$ cat src/rtl/fnpi_pkg.sv
// Package for the film negative inversion block: item types, config index codes,
// the lane pipeline depth and the 2^(2^-i) constant table. No dependencies.
package fnpi_pkg;

	typedef struct packed {
		logic [15:0] pixel_red;
		logic [15:0] pixel_green;
		logic [15:0] pixel_blue;
	} in_item_t;

	typedef struct packed {
		logic [15:0] out_red;
		logic [15:0] out_green;
		logic [15:0] out_blue;
	} out_item_t;

	typedef enum logic [2:0] {
		CFG_RED_EXP    = 3'd0,
		CFG_GREEN_EXP  = 3'd1,
		CFG_BLUE_EXP   = 3'd2,
		CFG_RED_GAIN   = 3'd3,
		CFG_GREEN_GAIN = 3'd4,
		CFG_BLUE_GAIN  = 3'd5
	} cfg_index_t;

	localparam int FRAC_BITS   = 16;
	// input reg, 16 log steps, product, exponent sum, 16 exp steps, scaling
	localparam int LANE_DEPTH  = 2 * FRAC_BITS + 4;

	localparam logic [15:0] RED_EXP_RST   = 16'd8356;
	localparam logic [15:0] GREEN_EXP_RST = 16'd6144;
	localparam logic [15:0] BLUE_EXP_RST  = 16'd5284;

	// bitwise integer square root, 64-bit
	function automatic logic [63:0] fnpi_isqrt(input logic [63:0] v);
		logic [63:0] rem;
		logic [63:0] res;
		logic [63:0] bt;
		rem = v;
		res = '0;
		bt  = 64'd1 << 62;
		for (int j = 0; j < 32; j++) begin
			if (rem >= res + bt) begin
				rem = rem - (res + bt);
				res = (res >> 1) + bt;
			end else begin
				res = res >> 1;
			end
			bt = bt >> 2;
		end
		return res;
	endfunction

	// 2^(2^-i) in Q1.30, i from 1, each from the previous by integer sqrt
	function automatic logic [30:0] fnpi_exp_const(input int i);
		logic [63:0] c;
		c = fnpi_isqrt(64'd1 << 61);
		for (int j = 1; j < i; j++) begin
			c = fnpi_isqrt(c << 30);
		end
		return c[30:0];
	endfunction

endpackage

$ cat src/rtl/fnpi_cfg_regs.sv
// Configuration register file: exponents and log2 gains per channel.
// Depends on fnpi_pkg.
module fnpi_cfg_regs (
	input  logic        clk,
	input  logic        arst_n,
	input  logic        cfg_valid,
	input  logic [2:0]  cfg_index,
	input  logic [24:0] cfg_data,
	output logic [15:0] exp_red,
	output logic [15:0] exp_green,
	output logic [15:0] exp_blue,
	output logic [24:0] gain_red,
	output logic [24:0] gain_green,
	output logic [24:0] gain_blue
);
	import fnpi_pkg::*;

	logic [15:0] exp_red_q, exp_green_q, exp_blue_q;
	logic [24:0] gain_red_q, gain_green_q, gain_blue_q;

	// register writes; unknown index is dropped
	always_ff @(posedge clk or negedge arst_n) begin
		if (!arst_n) begin
			exp_red_q    <= RED_EXP_RST;
			exp_green_q  <= GREEN_EXP_RST;
			exp_blue_q   <= BLUE_EXP_RST;
			gain_red_q   <= '0;
			gain_green_q <= '0;
			gain_blue_q  <= '0;
		end else if (cfg_valid) begin
			case (cfg_index_t'(cfg_index))
				CFG_RED_EXP:    exp_red_q    <= cfg_data[15:0];
				CFG_GREEN_EXP:  exp_green_q  <= cfg_data[15:0];
				CFG_BLUE_EXP:   exp_blue_q   <= cfg_data[15:0];
				CFG_RED_GAIN:   gain_red_q   <= cfg_data;
				CFG_GREEN_GAIN: gain_green_q <= cfg_data;
				CFG_BLUE_GAIN:  gain_blue_q  <= cfg_data;
				default: ;
			endcase
		end
	end

	assign exp_red    = exp_red_q;
	assign exp_green  = exp_green_q;
	assign exp_blue   = exp_blue_q;
	assign gain_red   = gain_red_q;
	assign gain_green = gain_green_q;
	assign gain_blue  = gain_blue_q;

endmodule

$ cat config.mk
export PLATFORM = sky130hd
export DESIGN_NAME = fnpi_cfg_regs
export DESIGN_NICKNAME = d
export VERILOG_FILES = /design/src/rtl/fnpi_pkg.sv /design/src/rtl/fnpi_cfg_regs.sv
export SDC_FILE = /design/constraint.sdc
export NUM_CORES = 1
export LEC_CHECK = 0
export BUFFER_PORTS_ARGS = -buffer_cell sky130_fd_sc_hd__buf_2
export CORE_MARGIN = 8
export CORE_UTILIZATION = 50
export DETAILED_ROUTE_END_ITERATION = 6
export PLACE_DENSITY = 0.81
export SKIP_CTS_REPAIR_TIMING = 1
export SYNTH_ARGS = -nofsm -noshare
export SYNTH_HDL_FRONTEND = slang
export SYNTH_SLANG_ARGS = --single-unit
$ cat constraint.sdc
create_clock -name clk -period 1 [get_ports clk]
set_input_delay 0.2 -clock clk [delete_from_list [all_inputs] [get_ports clk]]
set_output_delay 0.2 -clock clk [all_outputs]
set_load 0.02 [all_outputs]
After elaboration in Yosys (flattened, before gate mapping)
Cells that the tools add are included.
{"block": "classes", "n_reduce_logical": 7, "n_eq_ne": 5}
{"operator": "2-bit AND reduction", "n": 6}
{"operator": "3-bit by 2-bit == test with 1-bit output (second input constant)", "n": 2}
{"operator": "3-bit == test (second input constant)", "n": 2}
{"operator": "3-bit by 1-bit == test with 1-bit output (second input constant)", "n": 1}
{"operator": "3-bit zero test", "n": 1}
{"block": "word_totals", "elab_cells": 18, "input_bits": 31, "out_inout_bits": 123, "ff_bits": 123}

Depth between registers and ports, before layout
{"block": "depth", "ltp_word": 2, "mapped_depth": 5, "ltp_nobuf": 2}

Worst setup path before layout
Ideal clock, no wire load.
{"block": "synth_timing", "path_type": "input to register", "start": "input port cfg_index[0]", "end": "register exp_red_q[0], in the netlist exp_red[0]", "required_time_ps": 875, "path_slack_ps": -388, "stages": 4, "arrival_ps": 1263, "path_buffers": 2, "setup_time_ps": 125, "cell_sequence": "buf_6 nor4b_4 buf_6 mux2_2"}
{"block": "synth_between", "elab_chain_len": 2}
{"element": "from (decl)", "line": "fnpi_cfg_regs.sv:7", "source": "input logic [2:0] cfg_index,"}
{"element": "3-bit zero test", "line": "fnpi_cfg_regs.sv:31", "source": "case (cfg_index_t'(cfg_index))"}
{"element": "2-bit AND reduction (no line)"}
{"element": "to (signal assigned)", "line": "fnpi_cfg_regs.sv:32", "source": "CFG_RED_EXP: exp_red_q <= cfg_data[15:0];"}
{"element": "to (decl)", "line": "fnpi_cfg_regs.sv:18", "source": "logic [15:0] exp_red_q, exp_green_q, exp_blue_q;"}
Every way passes these cells.
A chain may end at the register's enable or synchronous reset.

Worst setup path in the final report
{"block": "layout_timing", "start": "register exp_red_q[7], in the netlist exp_red[7]", "end": "output port exp_red[7]"}
{"element": "to (decl)", "line": "fnpi_cfg_regs.sv:9", "source": "output logic [15:0] exp_red,"}
No word-level cell between the ends.

==> metrics <==
Worst Tran Pin Value 272 ps; largest net degree at the start of global routing 38; routed vias/inst 5.22; drc violations 0; worst hold margin 16.9 ps; WP data arrival 1170 ps; DIE WIDTH 113 um; clock period minus worst slack 1370 ps; Routed Antenna Nets 0; clock-pin slew on the worst setup and hold paths 60 ps; port bufs 153; YS warnings 0; Required @ worst endpoint 800 ps; initial antenna violation count 0; failing checks negative setup slack; vias in the first global route 3395; largest fanout on the critical path 2; Pre-Repair DR Iteration Count 6; Syn Area/Cell 17.7 um2; mux cell area share after synthesis 29.5%; CP max-delay cell dfstp_2; Core Util, Final 85.8%; Area Overhead vs Synth 67.4%; clock skew 0 ps; Synth area leader dfrtp_1; worst min-delay path category input pin to flip-flop; clock latency on the worst-skew pair 500 ps; Synth top area share 59.7%; Max-slew headroom 81.9%; CTS buffer count 17; vias 3296; instance area at placement 0.00597 mm2; ys async rst share 100%; Iteration-0 DRC Markers 90; CTS tree yes; Initial Util 51.3%; routability cong. 0.748; wire per inst 22.9 um; GRT overflow 0; Pwr Total 19500 uW; die area 0.0127 mm2; H-Tree Depth 4; GRT Overall Usage 19.1%; final hold vios 0; synth unique cells 11; Max VDD drop 1.45 mV; crit-path leading delay family flip-flops; Ant. Diodes 0; largest family of logic cells by synthesized area multiplexers; fin area 0.00785 mm2; drt total wl 14500 um; Synth Area in Compound Gates 0%; crit end category primary output; Critical Path Start Type flip-flop; number of top-level pins 154; # fillers 401; Synth Area in Simple Gates 1.95%; CTS sink cnt 123; pwr dens 2480 mW/mm2; Post-Synthesis Cell Area 0.00469 mm2; # setup viols final 125; Worst path max stage delay 550 ps; synthesized flop and latch total 123; setup ws final -366 ps; first-pass GRT wire length 18800 um; largest cells by area after synthesis dfrtp_1, mux2_2, dfstp_2, mux2_1, buf_6; adder-cell area share of the yosys netlist 0%; Synth Instances 265; most instantiated cells after synthesis dfrtp_1, mux2_2, mux2_1; Buf/Inv on CP 1; P_leak 0.00376 uW; Seq/Total Area, Yosys 65.9%; core area 0.00915 mm2; share of cells above drive strength 1 75.0%; worst-path cell chain buf_6; Row Count 35; post-synthesis xor/xnor area fraction 0%; die span in y 113 um; EDFF count, synth 0; max capacitance violation total 0; ratio of final minimum period to clock period 137%; CTS root buf clkbuf_8; fin nets 539; Clock Path Buffers 2; Post-Syn Nets 296; critical path type flip-flop to primary output; fmax 0.732 GHz; max-slew violations 0; RSZ-0062 raised after global routing true; top-count cell post-synth dfrtp_1; post-DP HPWL 8440 um; outcome finished with violations; Top FF cell, synth dfrtp_1
## placed cells by master (no fill, tap or decap), drive strengths merged
master	Yosys	layout
buf	13	222
mux2	123	123
dfrtp	112	112
clkbuf	0	21
dlygate4sd3	0	15
dfstp	11	11
clkinvlp	0	4
clkinv	0	4
and4bb	3	3
nand4b	2	2
bufinv	0	2
nor4b	1	1
inv	0	1
## final cells by class
cell class,instances,area (um2),area share [%]
clock inverters,11,123,1.56
well taps,111,139,1.77
multi-input cells,129,1690,21.5
flip-flops and latches,123,3090,39.4
repair buffers,237,2370,30.2
clock buffers,21,439,5.59
## worst register-to-register path: stages, from the launching register on
cell and delay, ps:
dfrtp_1 400, buf_4 150, buf_6 100, mux2_4 260
## state kept, by name (all words and copies together) (netlist names)
name / count
exp_green: 16
exp_red: 16
gain_red: 25
exp_blue: 16
gain_blue: 25
gain_green: 25
## layer usage
metal	part of all wire [%]	vias up	track usage (%)
met5	0	-	0
met4	2.0	0	6.57
met3	4.8	22	6.82
met2	55	107	31.7
met1	38	1734	22.6
li1	-	1433	-
## report_power, final
group,leakage [uW],internal [uW],switching [uW]
combinational,0.00204,3820,2810
sequential,0.00146,6160,910
clock,0.000264,3610,2170
## logic make-up after synthesis
kind of cell	count (synthesis)
flops	123
mux	123
buf+inv	13
simple gates	6
## through the flow
step                      TNS (ps)  std cells  setup slack [ps]
after detailed placement    -37360        534              -366
after CTS                   -34980        566              -427
after floorplan             -20840        265              -385
after global placement      -34440        534              -343
after global routing        -34990        632              -407
final                       -29540        632              -366
## final timing paths
check,startpoint,endpoint,slack [ps],cells after the start
min in group asynchronous,arst_n,gain_blue[13]$_DFFE_PN0P_,130,2
max reg2reg,exp_blue[11]$_DFFE_PN0P_,exp_blue[11]$_DFFE_PN0P_,-30,3
min reg2reg,gain_blue[18]$_DFFE_PN0P_,gain_blue[18]$_DFFE_PN0P_,530,1
min,cfg_data[10],exp_green[10]$_DFFE_PN0P_,20,2
max in group asynchronous,arst_n,exp_green[11]$_DFFE_PN1P_,350,3
max,exp_red[7]$_DFFE_PN1P_,exp_red[7],-370,1
No activity file was read; power rests on OpenSTA's default activity.
